$ cat src/hdl/mmc2_pkg.sv
// ----------------------------------------------------------------------------
// mmc2_pkg
// Shared codes and constants of the MMC2 bank mapper: access opcodes, target
// codes, configuration register indexes and address decode constants.
// ----------------------------------------------------------------------------
package mmc2_pkg;

  // Access kinds carried on the input stream
  typedef enum logic [1:0] {
    OP_CPU_READ  = 2'd0,
    OP_CPU_WRITE = 2'd1,
    OP_PPU_READ  = 2'd2,
    OP_PPU_WRITE = 2'd3
  } opcode_e;

  // Memory reached by an access
  typedef enum logic [2:0] {
    TGT_NONE    = 3'd0,
    TGT_PRG_ROM = 3'd1,
    TGT_PRG_RAM = 3'd2,
    TGT_CHR     = 3'd3,
    TGT_OPEN    = 3'd4
  } target_e;

  // Configuration register indexes
  typedef enum logic [1:0] {
    CFG_PRG_BANK_COUNT  = 2'd0,
    CFG_CHR_BANK_COUNT  = 2'd1,
    CFG_PRG_RAM_PRESENT = 2'd2,
    CFG_CHR_IS_RAM      = 2'd3
  } cfg_index_e;

  localparam int unsigned BankW   = 8;
  localparam int unsigned RegValW = 5;
  localparam int unsigned OffsetW = 21;

  // Configuration reset values
  localparam logic [BankW-1:0] PrgBankCountReset = 8'd16;
  localparam logic [BankW-1:0] ChrBankCountReset = 8'd32;

  // Tile fetch addresses that flip the CHR latches
  localparam logic [15:0] TileKeyMask = 16'h1FF8;
  localparam logic [15:0] TileLowFd   = 16'h0FD8;
  localparam logic [15:0] TileLowFe   = 16'h0FE8;
  localparam logic [15:0] TileHighFd  = 16'h1FD8;
  localparam logic [15:0] TileHighFe  = 16'h1FE8;

  // CPU window boundaries
  localparam logic [15:0] PrgRamBase = 16'h6000;
  localparam logic [15:0] RegBase    = 16'hA000;

  // Fixed PRG banks sit at count - 8 + addr[15:13]
  localparam logic [BankW-1:0] FixedBankBias = 8'd8;

endpackage

$ cat src/hdl/mmc2_bank_mapper.sv
// ----------------------------------------------------------------------------
// mmc2_bank_mapper
// MMC2 address decoder and bank switcher: one bus access in, one mapping
// result out.
// ----------------------------------------------------------------------------
// One access at a time. An access that needs a banked lookup (PRG ROM read,
// CHR read or CHR RAM write with a nonzero bank count) first reduces the
// bank modulo the bank count in the shared one-bit-per-cycle unit, then forms
// the offset into the result register. Other accesses present their result
// in the cycle after transfer. The input is ready again in the cycle after
// the result is transferred out, so no new access is taken before the last
// result has left. Register writes and latch flips take effect at input
// transfer, so the mirror_mode of a result already reflects a mirroring write
// in the same access. Configuration must be written through cfg_we_i only
// while idle; the block itself does not enforce it.
// ----------------------------------------------------------------------------
module mmc2_bank_mapper (
  input  logic        clk_i,
  input  logic        rst_ni,
  // Configuration write port
  input  logic        cfg_we_i,
  input  logic [1:0]  cfg_index_i,
  input  logic [7:0]  cfg_data_i,
  // Access stream in
  input  logic        s_axis_tvalid_i,
  output logic        s_axis_tready_o,
  input  logic [23:0] s_axis_tdata_i,  // bus_address[15:0], write_data[23:16]
  input  logic [1:0]  s_axis_tuser_i,  // opcode[1:0]
  // Mapping result out
  output logic        m_axis_tvalid_o,
  input  logic        m_axis_tready_i,
  // handled[0], target[3:1], mem_offset[24:4], write_strobe[25],
  // data_out[33:26], mirror_mode[34], zero[39:35]
  output logic [39:0] m_axis_tdata_o
);

  typedef enum logic [1:0] {
    ST_IDLE,
    ST_DIVIDE,
    ST_OUTPUT
  } state_e;

  localparam int unsigned BankW = mmc2_pkg::BankW;

  // Configuration
  logic [BankW-1:0] prg_count_q;
  logic [BankW-1:0] chr_count_q;
  logic             prg_ram_present_q;
  logic             chr_is_ram_q;

  // Mapper state
  logic [mmc2_pkg::RegValW-1:0] prg_select_q;
  logic [mmc2_pkg::RegValW-1:0] chr_low_fd_q;
  logic [mmc2_pkg::RegValW-1:0] chr_low_fe_q;
  logic [mmc2_pkg::RegValW-1:0] chr_high_fd_q;
  logic [mmc2_pkg::RegValW-1:0] chr_high_fe_q;
  logic                         mirror_bit_q;
  logic                         latch_low_q;
  logic                         latch_high_q;

  // Sequencer and pending result
  state_e                         state_q;
  logic                           out_valid_q;
  logic                           handled_q;
  mmc2_pkg::target_e              target_q;
  logic [mmc2_pkg::OffsetW-1:0]   offset_q;
  logic                           strobe_q;
  logic [7:0]                     data_q;
  logic [12:0]                    low_q;
  logic                           is_prg_q;

  // Input fields
  mmc2_pkg::opcode_e op;
  logic [15:0]       addr;
  logic [7:0]        wdata;
  logic              accept;

  // Decode results
  logic                         dec_handled;
  mmc2_pkg::target_e            dec_target;
  logic [mmc2_pkg::OffsetW-1:0] dec_offset;
  logic                         dec_strobe;
  logic                         dec_need_mod;
  logic                         dec_is_prg;
  logic                         dec_reg_write;
  logic                         dec_flip;
  logic [BankW-1:0]             dec_dividend;
  logic [BankW-1:0]             dec_divisor;
  logic [mmc2_pkg::RegValW-1:0] chr_bank;
  logic [BankW-1:0]             fixed_bank;

  logic             mod_done;
  logic [BankW-1:0] mod_rem;

  assign op     = mmc2_pkg::opcode_e'(s_axis_tuser_i);
  assign addr   = s_axis_tdata_i[15:0];
  assign wdata  = s_axis_tdata_i[23:16];
  assign accept = s_axis_tvalid_i && s_axis_tready_o;

  assign s_axis_tready_o = (state_q == ST_IDLE);

  // Select the CHR bank from the latch of the addressed half
  always_comb begin
    if (!addr[12]) begin
      chr_bank = latch_low_q ? chr_low_fe_q : chr_low_fd_q;
    end else begin
      chr_bank = latch_high_q ? chr_high_fe_q : chr_high_fd_q;
    end
  end

  // Last three PRG banks, wrapping modulo 256
  assign fixed_bank = prg_count_q + {5'd0, addr[15:13]} - mmc2_pkg::FixedBankBias;

  // Decode one access
  always_comb begin
    dec_handled   = 1'b0;
    dec_target    = mmc2_pkg::TGT_NONE;
    dec_offset    = '0;
    dec_strobe    = 1'b0;
    dec_need_mod  = 1'b0;
    dec_is_prg    = 1'b0;
    dec_reg_write = 1'b0;
    dec_flip      = 1'b0;
    dec_dividend  = {3'd0, chr_bank};
    dec_divisor   = chr_count_q;
    case (op) inside
      mmc2_pkg::OP_CPU_READ, mmc2_pkg::OP_CPU_WRITE: begin
        if (addr[15:13] == mmc2_pkg::PrgRamBase[15:13]) begin
          if (prg_ram_present_q) begin
            dec_handled = 1'b1;
            dec_target  = mmc2_pkg::TGT_PRG_RAM;
            dec_offset  = {8'd0, addr[12:0]};
            dec_strobe  = (op == mmc2_pkg::OP_CPU_WRITE);
          end
        end else if (op == mmc2_pkg::OP_CPU_READ && addr[15]) begin
          dec_handled = 1'b1;
          if (prg_count_q == '0) begin
            dec_target = mmc2_pkg::TGT_OPEN;
          end else begin
            dec_target   = mmc2_pkg::TGT_PRG_ROM;
            dec_need_mod = 1'b1;
            dec_is_prg   = 1'b1;
            dec_divisor  = prg_count_q;
            dec_dividend = (addr < mmc2_pkg::RegBase) ? {3'd0, prg_select_q} : fixed_bank;
          end
        end else if (op == mmc2_pkg::OP_CPU_WRITE && addr >= mmc2_pkg::RegBase) begin
          dec_handled   = 1'b1;
          dec_reg_write = 1'b1;
        end
      end
      default: begin
        if (addr[15:13] == 3'd0) begin
          if (op == mmc2_pkg::OP_PPU_READ) begin
            dec_handled = 1'b1;
            dec_flip    = 1'b1;
            if (chr_count_q == '0) begin
              dec_target = mmc2_pkg::TGT_OPEN;
            end else begin
              dec_target   = mmc2_pkg::TGT_CHR;
              dec_need_mod = 1'b1;
            end
          end else if (chr_is_ram_q) begin
            dec_handled = 1'b1;
            if (chr_count_q != '0) begin
              dec_target   = mmc2_pkg::TGT_CHR;
              dec_need_mod = 1'b1;
              dec_strobe   = 1'b1;
            end
          end
        end
      end
    endcase
  end

  // Shared bank-count remainder unit
  mmc2_bank_mod u_bank_mod (
    .clk_i      (clk_i),
    .rst_ni     (rst_ni),
    .start_i    (accept && dec_need_mod),
    .dividend_i (dec_dividend),
    .divisor_i  (dec_divisor),
    .done_o     (mod_done),
    .rem_o      (mod_rem)
  );

  // Sequencer, mapper registers and result register
  always_ff @(posedge clk_i or negedge rst_ni) begin
    if (!rst_ni) begin
      state_q           <= ST_IDLE;
      out_valid_q       <= 1'b0;
      handled_q         <= 1'b0;
      target_q          <= mmc2_pkg::TGT_NONE;
      offset_q          <= '0;
      strobe_q          <= 1'b0;
      data_q            <= 8'd0;
      low_q             <= '0;
      is_prg_q          <= 1'b0;
      prg_count_q       <= mmc2_pkg::PrgBankCountReset;
      chr_count_q       <= mmc2_pkg::ChrBankCountReset;
      prg_ram_present_q <= 1'b1;
      chr_is_ram_q      <= 1'b0;
      prg_select_q      <= '0;
      chr_low_fd_q      <= '0;
      chr_low_fe_q      <= '0;
      chr_high_fd_q     <= '0;
      chr_high_fe_q     <= '0;
      mirror_bit_q      <= 1'b0;
      latch_low_q       <= 1'b0;
      latch_high_q      <= 1'b0;
    end else begin
      // Load configuration
      if (cfg_we_i) begin
        unique case (mmc2_pkg::cfg_index_e'(cfg_index_i))
          mmc2_pkg::CFG_PRG_BANK_COUNT:  prg_count_q       <= cfg_data_i;
          mmc2_pkg::CFG_CHR_BANK_COUNT:  chr_count_q       <= cfg_data_i;
          mmc2_pkg::CFG_PRG_RAM_PRESENT: prg_ram_present_q <= cfg_data_i[0];
          mmc2_pkg::CFG_CHR_IS_RAM:      chr_is_ram_q      <= cfg_data_i[0];
          default: ;
        endcase
      end

      unique case (state_q)
        ST_IDLE: begin
          if (accept) begin
            // Load a mapper register on a CPU register write
            if (dec_reg_write) begin
              unique case (addr[14:12])
                3'd2: prg_select_q  <= wdata[4:0];
                3'd3: chr_low_fd_q  <= wdata[4:0];
                3'd4: chr_low_fe_q  <= wdata[4:0];
                3'd5: chr_high_fd_q <= wdata[4:0];
                3'd6: chr_high_fe_q <= wdata[4:0];
                3'd7: mirror_bit_q  <= wdata[0];
                default: ;
              endcase
            end
            // Flip latches after the lookup has used them
            if (dec_flip) begin
              if ((addr & mmc2_pkg::TileKeyMask) == mmc2_pkg::TileLowFd) begin
                latch_low_q <= 1'b0;
              end else if ((addr & mmc2_pkg::TileKeyMask) == mmc2_pkg::TileLowFe) begin
                latch_low_q <= 1'b1;
              end else if ((addr & mmc2_pkg::TileKeyMask) == mmc2_pkg::TileHighFd) begin
                latch_high_q <= 1'b0;
              end else if ((addr & mmc2_pkg::TileKeyMask) == mmc2_pkg::TileHighFe) begin
                latch_high_q <= 1'b1;
              end
            end
            handled_q <= dec_handled;
            target_q  <= dec_target;
            offset_q  <= dec_offset;
            strobe_q  <= dec_strobe;
            data_q    <= dec_strobe ? wdata : 8'd0;
            low_q     <= addr[12:0];
            is_prg_q  <= dec_is_prg;
            if (dec_need_mod) begin
              state_q <= ST_DIVIDE;
            end else begin
              state_q     <= ST_OUTPUT;
              out_valid_q <= 1'b1;
            end
          end
        end
        ST_DIVIDE: begin
          // Assemble the physical offset from the reduced bank
          if (mod_done) begin
            if (is_prg_q) begin
              offset_q <= {mod_rem, low_q};
            end else begin
              offset_q <= {1'b0, mod_rem, low_q[11:0]};
            end
            state_q     <= ST_OUTPUT;
            out_valid_q <= 1'b1;
          end
        end
        ST_OUTPUT: begin
          // Hold the result until transfer
          if (m_axis_tready_i) begin
            out_valid_q <= 1'b0;
            state_q     <= ST_IDLE;
          end
        end
        default: state_q <= ST_IDLE;
      endcase
    end
  end

  assign m_axis_tvalid_o = out_valid_q;
  assign m_axis_tdata_o  = {5'd0, ~mirror_bit_q, data_q, strobe_q, offset_q,
                            target_q, handled_q};

endmodule

$ cat src/hdl/mmc2_bank_mod.sv
// ----------------------------------------------------------------------------
// mmc2_bank_mod
// Iterative 8-bit remainder unit: reduces a bank number modulo a bank count,
// one quotient bit per cycle by restoring subtraction.
// ----------------------------------------------------------------------------
module mmc2_bank_mod (
  input  logic                        clk_i,
  input  logic                        rst_ni,
  input  logic                        start_i,
  input  logic [mmc2_pkg::BankW-1:0]  dividend_i,
  input  logic [mmc2_pkg::BankW-1:0]  divisor_i,
  output logic                        done_o,
  output logic [mmc2_pkg::BankW-1:0]  rem_o
);

  localparam int unsigned CntW = $clog2(mmc2_pkg::BankW);

  logic                       busy_q;
  logic                       done_q;
  logic [CntW-1:0]            cnt_q;
  logic [mmc2_pkg::BankW-1:0] rem_q, rem_d;
  logic [mmc2_pkg::BankW-1:0] dvd_q;
  logic [mmc2_pkg::BankW-1:0] dsr_q;
  logic [mmc2_pkg::BankW:0]   trial;

  // Shift in the next dividend bit and subtract when it fits
  always_comb begin
    trial = {rem_q, dvd_q[mmc2_pkg::BankW-1]};
    if (trial >= {1'b0, dsr_q}) begin
      rem_d = mmc2_pkg::BankW'(trial - {1'b0, dsr_q});
    end else begin
      rem_d = trial[mmc2_pkg::BankW-1:0];
    end
  end

  // Step control
  always_ff @(posedge clk_i or negedge rst_ni) begin
    if (!rst_ni) begin
      busy_q <= 1'b0;
      done_q <= 1'b0;
      cnt_q  <= '0;
    end else begin
      done_q <= 1'b0;
      if (start_i) begin
        busy_q <= 1'b1;
        cnt_q  <= '0;
      end else if (busy_q) begin
        cnt_q <= cnt_q + 1'b1;
        if (cnt_q == CntW'(mmc2_pkg::BankW - 1)) begin
          busy_q <= 1'b0;
          done_q <= 1'b1;
        end
      end
    end
  end

  // Operand and remainder datapath
  always_ff @(posedge clk_i) begin
    if (start_i) begin
      rem_q <= '0;
      dvd_q <= dividend_i;
      dsr_q <= divisor_i;
    end else if (busy_q) begin
      rem_q <= rem_d;
      dvd_q <= {dvd_q[mmc2_pkg::BankW-2:0], 1'b0};
    end
  end

  assign done_o = done_q;
  assign rem_o  = rem_q;

endmodule
$ cat config.mk
export PLATFORM = sky130hd
export DESIGN_NAME = mmc2_bank_mapper
export DESIGN_NICKNAME = d
export VERILOG_FILES = /design/src/hdl/mmc2_pkg.sv /design/src/hdl/mmc2_bank_mapper.sv /design/src/hdl/mmc2_bank_mod.sv
export SDC_FILE = /design/constraint.sdc
export NUM_CORES = 1
export LEC_CHECK = 0
export BUFFER_PORTS_ARGS = -buffer_cell sky130_fd_sc_hd__buf_4
export CORE_MARGIN = 1
export CORE_UTILIZATION = 58
export CTS_CLUSTER_DIAMETER = 120
export CTS_CLUSTER_SIZE = 10
export DETAILED_ROUTE_END_ITERATION = 7
export PLACE_DENSITY_LB_ADDON = 0.12
export SLEW_MARGIN = 5
export SYNTH_ARGS = -nofsm -noshare
export SYNTH_HDL_FRONTEND = slang
export SYNTH_HIERARCHICAL = 1
export SYNTH_SLANG_ARGS = --single-unit
$ cat constraint.sdc
create_clock -name clk_i -period 3.8 [get_ports clk_i]
set_input_delay 0.57 -clock clk_i [delete_from_list [all_inputs] [get_ports clk_i]]
set_output_delay 0.57 -clock clk_i [all_outputs]
set_load 0.01 [all_outputs]
# Word-level counts from Yosys, hierarchy flattened
# Index checks and enable logic that the tools add are counted.
[word_totals]
reg_bits = 126
in_bits = 41
out_inout_bits = 42
word_cells = 177
[op_classes]
addsub = 4
magnitude_cmp = 3
n_eq_ne = 23
muxes = 84
bitwise_logic = 3
n_reduce_logical = 33
[op_table]
columns = ["operator", "count"]
rows = [
  ["21-bit two-way mux", 5],
  ["8-bit two-way mux", 13],
  ["1-bit two-way mux", 43],
  ["21-bit one-hot mux with 2 select lines", 1],
  ["4-bit AND reduction", 7],
  ["3-bit two-way mux", 9],
  ["10-bit == test, second input constant", 2],
  ["10-bit by 9-bit == test with 1-bit output, second input constant", 2],
  ["16-bit >= comparator, second input constant", 1],
  ["8-bit logical NOT", 2],
  ["16-bit less-than comparator, second input constant", 1],
  ["3-bit == test, second input constant", 5],
  ["5-bit two-way mux", 3],
  ["2-bit two-way mux", 7],
  ["13-bit two-way mux", 1],
  ["2-bit AND reduction", 5],
  ["3-bit by 2-bit == test with 1-bit output, second input constant", 3],
  ["9-bit by 8-bit >= comparator with 1-bit output", 1],
  ["8-bit by 3-bit adder with 8-bit output", 1],
  ["2-bit == test, second input constant", 4],
  ["2-bit nonzero test", 4],
  ["8-bit nonzero test", 1],
  ["8-bit by 4-bit subtractor with 8-bit output, second input constant", 1],
  ["8-bit subtractor", 1],
  ["15 further kinds", 27],
]

# Longest topological paths before layout
[depth]
depth_word = 9
mapped_depth = 9
mapped_depth_nobuf = 8

# Cells and area by module
# The synthesis kept the hierarchy.
[by_module_without_submodules]
columns = ["module", "n_inst", "cells_per_inst", "area_each_um2", "seq_area_each_um2"]
rows = [
  ["mmc2_bank_mapper", 1, 441, 4755.8, 2431.1],
  ["mmc2_bank_mod", 1, 155, 1625.3, 765.7],
]

# Least setup slack after synthesis
# OpenSTA, ideal clock, no wires.
[synth_path]
kind = "input -> register"
startpoint = "input s_axis_tuser_i[0]"
endpoint = "register u_bank_mod/dvd_q[5] (netlist name), data pin"
setup_ns = 0.260
arrival_time_ns = 2.968
t_required_ns = 3.540
setup_slack_ns = 0.572
cell_stages = 8
path_buffers = 3
cell_sequence = "clkbuf_1 nor3b_2 o21ai_1 o21a_1 nor2_1 clkbuf_1 clkbuf_1 mux2_2"
[synth_between]
elab_chain_cells = 7
elab_cells_between_ends = 15
cone_classes = "eq/ne (2); mux (9); reduce/logical (4)"
[synth_rtl]
columns = ["item", "line", "rtl"]
rows = [
  ["from (decl)", "mmc2_bank_mapper.sv:28", "input logic [1:0] s_axis_tuser_i,"],
  ["2-bit logical NOT", "mmc2_bank_mapper.sv:135", "end else if (op == mmc2_pkg::OP_CPU_READ && addr[15]) begin"],
  ["1-bit logical AND", "mmc2_bank_mapper.sv:135", ""],
  ["1-bit two-way mux", "mmc2_bank_mapper.sv:135", ""],
  ["1-bit two-way mux", "mmc2_bank_mapper.sv:128", "if (addr[15:13] == mmc2_pkg::PrgRamBase[15:13]) begin"],
  ["1-bit two-way mux", "mmc2_bank_mapper.sv:126", "case (op) inside"],
  ["1-bit logical AND", "mmc2_bank_mapper.sv:179", ".start_i (accept && dec_need_mod),"],
  ["8-bit two-way mux (*)", "mmc2_bank_mod.sv:59", "if (start_i) begin"],
  ["to (signal assigned)", "mmc2_bank_mod.sv:61", "dvd_q <= dividend_i;"],
  ["to (signal assigned)", "mmc2_bank_mod.sv:65", "dvd_q <= {dvd_q[mmc2_pkg::BankW-2:0], 1'b0};"],
  ["to (decl)", "mmc2_bank_mod.sv:22", "logic [mmc2_pkg::BankW-1:0] dvd_q;"],
]
# Every way passes the cells marked *; elsewhere a longest branch is shown, timed or not.
# A chain may end at the register's enable or synchronous reset.

# Worst setup path in the final report
[layout_path]
startpoint = "input s_axis_tdata_i[15]"
endpoint = "register u_bank_mod/dvd_q[6] (netlist name), data pin"
[layout_between]
elab_chain_cells = 8
elab_cells_between_ends = 17
cone_classes = "add/sub (2); order compare (1); eq/ne (1); mux (10); reduce/logical (3)"
[layout_rtl]
columns = ["item", "line", "rtl"]
rows = [
  ["from (decl)", "mmc2_bank_mapper.sv:27", "input logic [23:0] s_axis_tdata_i,"],
  ["8-bit by 3-bit adder with 8-bit output", "mmc2_bank_mapper.sv:112", "assign fixed_bank = prg_count_q + {5'd0, addr[15:13]} - mmc2_pkg::FixedBankBias;"],
  ["8-bit by 4-bit subtractor with 8-bit output", "mmc2_bank_mapper.sv:112", ""],
  ["8-bit two-way mux", "mmc2_bank_mapper.sv:144", "dec_dividend = (addr < mmc2_pkg::RegBase) ? {3'd0, prg_select_q} : fixed_bank;"],
  ["8-bit two-way mux", "mmc2_bank_mapper.sv:137", "if (prg_count_q == '0) begin"],
  ["8-bit two-way mux", "mmc2_bank_mapper.sv:135", ""],
  ["8-bit two-way mux", "mmc2_bank_mapper.sv:128", ""],
  ["8-bit two-way mux", "mmc2_bank_mapper.sv:126", ""],
  ["8-bit two-way mux (*)", "mmc2_bank_mod.sv:59", ""],
]
# Marked as above.

==> insert_results.sql <==
INSERT INTO impl_metrics (metric_group, metric, value, unit) VALUES
('critical_path', 'worstSetupStartpointType', 'primary input', ''),
('die', 'std_cell_rows', '37', ''),
('drt', 'antenna_violating_nets_post_route', '0', ''),
('clocking', 'cts.clk_slew.worst_paths', '0.06', 'ns'),
('drt', 'vias_per_cell', '5.82', ''),
('sta', 'fin_setup_tns', '0', 'ns'),
('cells_and_area', 'areaGrowthSynthToFinish', '17.9', '%'),
('critical_path', 'worst-setup-path-type', 'in2reg', ''),
('global_route', 'grt_start_max_net_pins', '86', ''),
('critical_path', 'worstSetupPathDepth', '7', ''),
('global_route', 'grt_pass1_wl', '23.3', 'mm'),
('placed_design', 'numPortBuffers', '77', ''),
('drt', 'routed-via-count', '4720', ''),
('cells_and_area', 'antennaDiodeCount', '0', ''),
('clocking', 'root_buffer', 'clkbuf_8', ''),
('critical_path', 'worst-endpoint-required', '4.06', 'ns'),
('synthesis', 'synth_warnings', '6', ''),
('critical_path', 'cp_common_cell', 'buf_4', ''),
('pwr', 'ir_drop', '0.000295', 'V'),
('die', 'core-area', '10500', 'µm²'),
('sta', 'max_slew.worst_pin.slew', '1.05', 'ns'),
('sta', 'clock-skew-final', '0.00531', 'ns'),
('clocking', 'cts_hold_buf', '0', ''),
('clocking', 'cts_post_setup_buffers_inserted', '0', ''),
('placed_design', 'routabilityCongestion', '0.867', ''),
('drt', 'drtPass1Iterations', '7', ''),
('cells_and_area', 'area_taken_by_flip_flops_and_latches', '3200', 'µm²'),
('synthesis', 'synth.ff_latch_count', '126', ''),
('pwr', 'power.static_leakage', '3.43', 'nW'),
('critical_path', 'path_max_fanout', '18', ''),
('synthesis', 'post_synth_instance_area', '6380', 'µm²'),
('drt', 'drt_iter0_markers', '265', ''),
('run_status', 'outcome', 'completed', ''),
('die', 'floorplan.die.width', '107', 'µm'),
('global_route', 'antenna_found_initial', '0', ''),
('critical_path', 'worst-path-buf-inv', '2', ''),
('placed_design', 'final_hpwl_dp', '10.0', 'mm'),
('critical_path', 'crit_path_max_delay_cell_type', 'nor4b_1', ''),
('critical_path', 'timing.rr.start', 'chr_count_q[5]', ''),
('clocking', 'htreeDepth', '4', ''),
('die', 'die_h', '107', 'µm'),
('die', 'initial_utilization', '60.7', '%'),
('clocking', 'worstSkewPairLatency', '0.51', 'ns'),
('flow_run', 'cap_viol_max_count', '0', ''),
('pwr', 'power_density', '672', 'nW/µm²'),
('sta', 'period_share', '69.6', '%'),
('cells_and_area', 'fillers', '787', ''),
('sta', 'grt_setup_unrepaired', 'false', ''),
('synthesis', 'ys.flop_type', 'dfrtp_1', ''),
('synthesis', 'synth-edff-count', '16', ''),
('sta', 'worst_slack', '1.15', 'ns'),
('drt', 'drc_errors', '0', ''),
('critical_path', 'cp_cell_sequence', 'buf_4 > nor4b_1 > o21ai_0 > o21a_1 > nor2_2 > buf_4 > mux2_2', ''),
('global_route', 'overflow', '0', ''),
('clocking', 'numClockSinks', '126', ''),
('critical_path', 'setup.worst_path.end_class', 'flip-flop', ''),
('die', 'die_area', '11400', 'µm²'),
('cells_and_area', 'postLayoutCoreUtil', '71.6', '%'),
('placed_design', 'placed_cells', '779', ''),
('drt', 'totalWireLength', '14.0', 'mm'),
('cells_and_area', 'finish.net_count', '718', ''),
('cells_and_area', 'post_layout_nonfiller_instances', '811', ''),
('clocking', 'cts.repair.resized', '0', ''),
('critical_path', 'crit_arrival', '2.91', 'ns'),
('clocking', 'ctsLongestPathBuffers', '2', ''),
('critical_path', 'worst_r2r_endpoint', 'u_bank_mod/dvd_q[6]', ''),
('cells_and_area', 'area_of_combinational_cells_with_multiple_inputs', '2930', 'µm²'),
('sta', 'report.final.setup_viol', '0', ''),
('global_route', 'globalRouteTotalUtil', '26.5', '%'),
('drt', 'wire_per_inst', '17.3', 'µm'),
('sta', 'finalWorstPathRequiredPeriod', '2.65', 'ns');
-- cell usage in the layout (no fill, tap or decap), drive strengths merged, types with 4 or more instances in the layout --
| cell type | count |
|---|---|
| clkbuf | 22 |
| nand2 | 80 |
| inv | 19 |
| clkinv | 5 |
| nor2 | 33 |
| or4 | 5 |
| o31ai | 7 |
| nand2b | 7 |
| a22o | 16 |
| ha | 13 |
| o211ai | 8 |
| dfxtp | 8 |
| nor3 | 9 |
| a211oi | 5 |
| edfxtp | 16 |
| nor3b | 5 |
| nand3 | 15 |
| mux2i | 19 |
| a21oi | 12 |
| conb | 5 |
| a31oi | 14 |
| buf | 84 |
| mux2 | 56 |
| xnor2 | 10 |
| nand3b | 4 |
| o21ai | 34 |
| dfrtp | 99 |
| o21a | 4 |
| a21o | 5 |
| a311oi | 4 |
| and2 | 8 |
-- power breakdown --
part	switching (mW)	total, mW	internal, mW	leakage [nW]
Combinational	0.839	1.56	0.720	1.62
Clock	0.568	1.43	0.866	0.268
Sequential	0.310	2.07	1.76	1.54
Total	1.72	5.06	3.34	3.43
-- cell usage after synthesis, drive strengths merged, types with 3 or more instances --
| cell | n | area [µm²] |
|---|---|---|
| o31ai | 7 | 52.6 |
| clkbuf | 25 | 93.8 |
| mux2i | 19 | 190 |
| nand3b | 4 | 33.8 |
| and2 | 8 | 50.1 |
| dfrtp | 99 | 2480 |
| dfxtp | 8 | 160 |
| dfstp | 3 | 78.8 |
| or4 | 5 | 41.3 |
| nor3b | 5 | 53.8 |
| a21o | 5 | 37.5 |
| ha | 13 | 163 |
| o21a | 4 | 31.3 |
| buf | 16 | 115 |
| xnor2 | 10 | 87.6 |
| nor3 | 9 | 45.0 |
| o21ai | 34 | 170 |
| a31oi | 14 | 87.6 |
| or3 | 3 | 18.8 |
| nand2b | 7 | 43.8 |
| a211oi | 5 | 42.5 |
| nand2 | 80 | 300 |
| o211ai | 8 | 60.1 |
| a21oi | 12 | 60.1 |
| nand3 | 15 | 85.1 |
| nor2 | 33 | 124 |
| and3 | 3 | 18.8 |
| a22o | 16 | 140 |
| nor2b | 3 | 18.8 |
| inv | 16 | 60.1 |
| edfxtp | 16 | 480 |
| a311oi | 4 | 35.0 |
| mux2 | 56 | 631 |
-- layer usage --
layer	routed length, µm	share of wire, %	global-route usage (%)
met5	0	0	0
met4	262	1.9	10.4
met3	508	3.6	5.59
met2	6950	50	43.9
met1	6280	45	34.2
-- state kept, by name (all words and copies together), names as in the netlist, 5 cells and up --
name / flops
prg_select_q: 5
chr_low_fd_q: 5
u_bank_mod/dvd_q: 8
chr_high_fe_q: 5
low_q: 13
data_q: 8
prg_count_q: 8
chr_low_fe_q: 5
u_bank_mod/dsr_q: 8
u_bank_mod/rem_o: 8
chr_count_q: 8
offset_q: 21
chr_high_fd_q: 5
-- metrics by stage --
| step | hold WS [ns] | instance area [µm²] |
|---|---|---|
| 2_1_floorplan | 0.274 | 6400 |
| 3_3_place_gp | 0.450 | 6990 |
| 3_5_place_dp | 0.454 | 6990 |
| 4_1_cts | 0.249 | 7520 |
| 5_1_grt | 0.256 | 7520 |
| 6_report | 0.224 | 7520 |
-- worst max-delay path by stage --
| stage | startpoint | to | slack (ns) |
|---|---|---|---|
| 4_1_cts | s_axis_tdata_i[15] | u_bank_mod/dvd_q[4] | 1.27 |
| 3_5_place_dp | s_axis_tdata_i[15] | u_bank_mod/dvd_q[2] | 0.74 |
| 2_1_floorplan | s_axis_tuser_i[0] | u_bank_mod/dvd_q[5] | 0.57 |
| 3_3_place_gp | s_axis_tdata_i[15] | u_bank_mod/dvd_q[3] | 0.88 |
| 5_1_grt | s_axis_tdata_i[15] | u_bank_mod/dvd_q[5] | 1.01 |
| 6_report | s_axis_tdata_i[15] | u_bank_mod/dvd_q[6] | 1.15 |
-- layout make-up --
class                      count  share of cell area [%]
multi-input combinational    417                    39.0
clock buffer                  22                    6.29
timing repair buffer          84                    8.38
inverter                      16                   0.798
clock inverter                10                   0.815
sequential                   126                    42.5
tap                          136                    2.26
-- logic make-up after synthesis --
family,share of synthesized area [%]
and+or+nand+nor,14.6
AOI/OAI and AO/OA,13.6
DFF,50.1
muxes,12.9
buffers and inverters,4.22
adders and majority gates,3.18
xor gates and xnor gates,1.37
other,0.0588
Power figures use the tool's default switching activity.
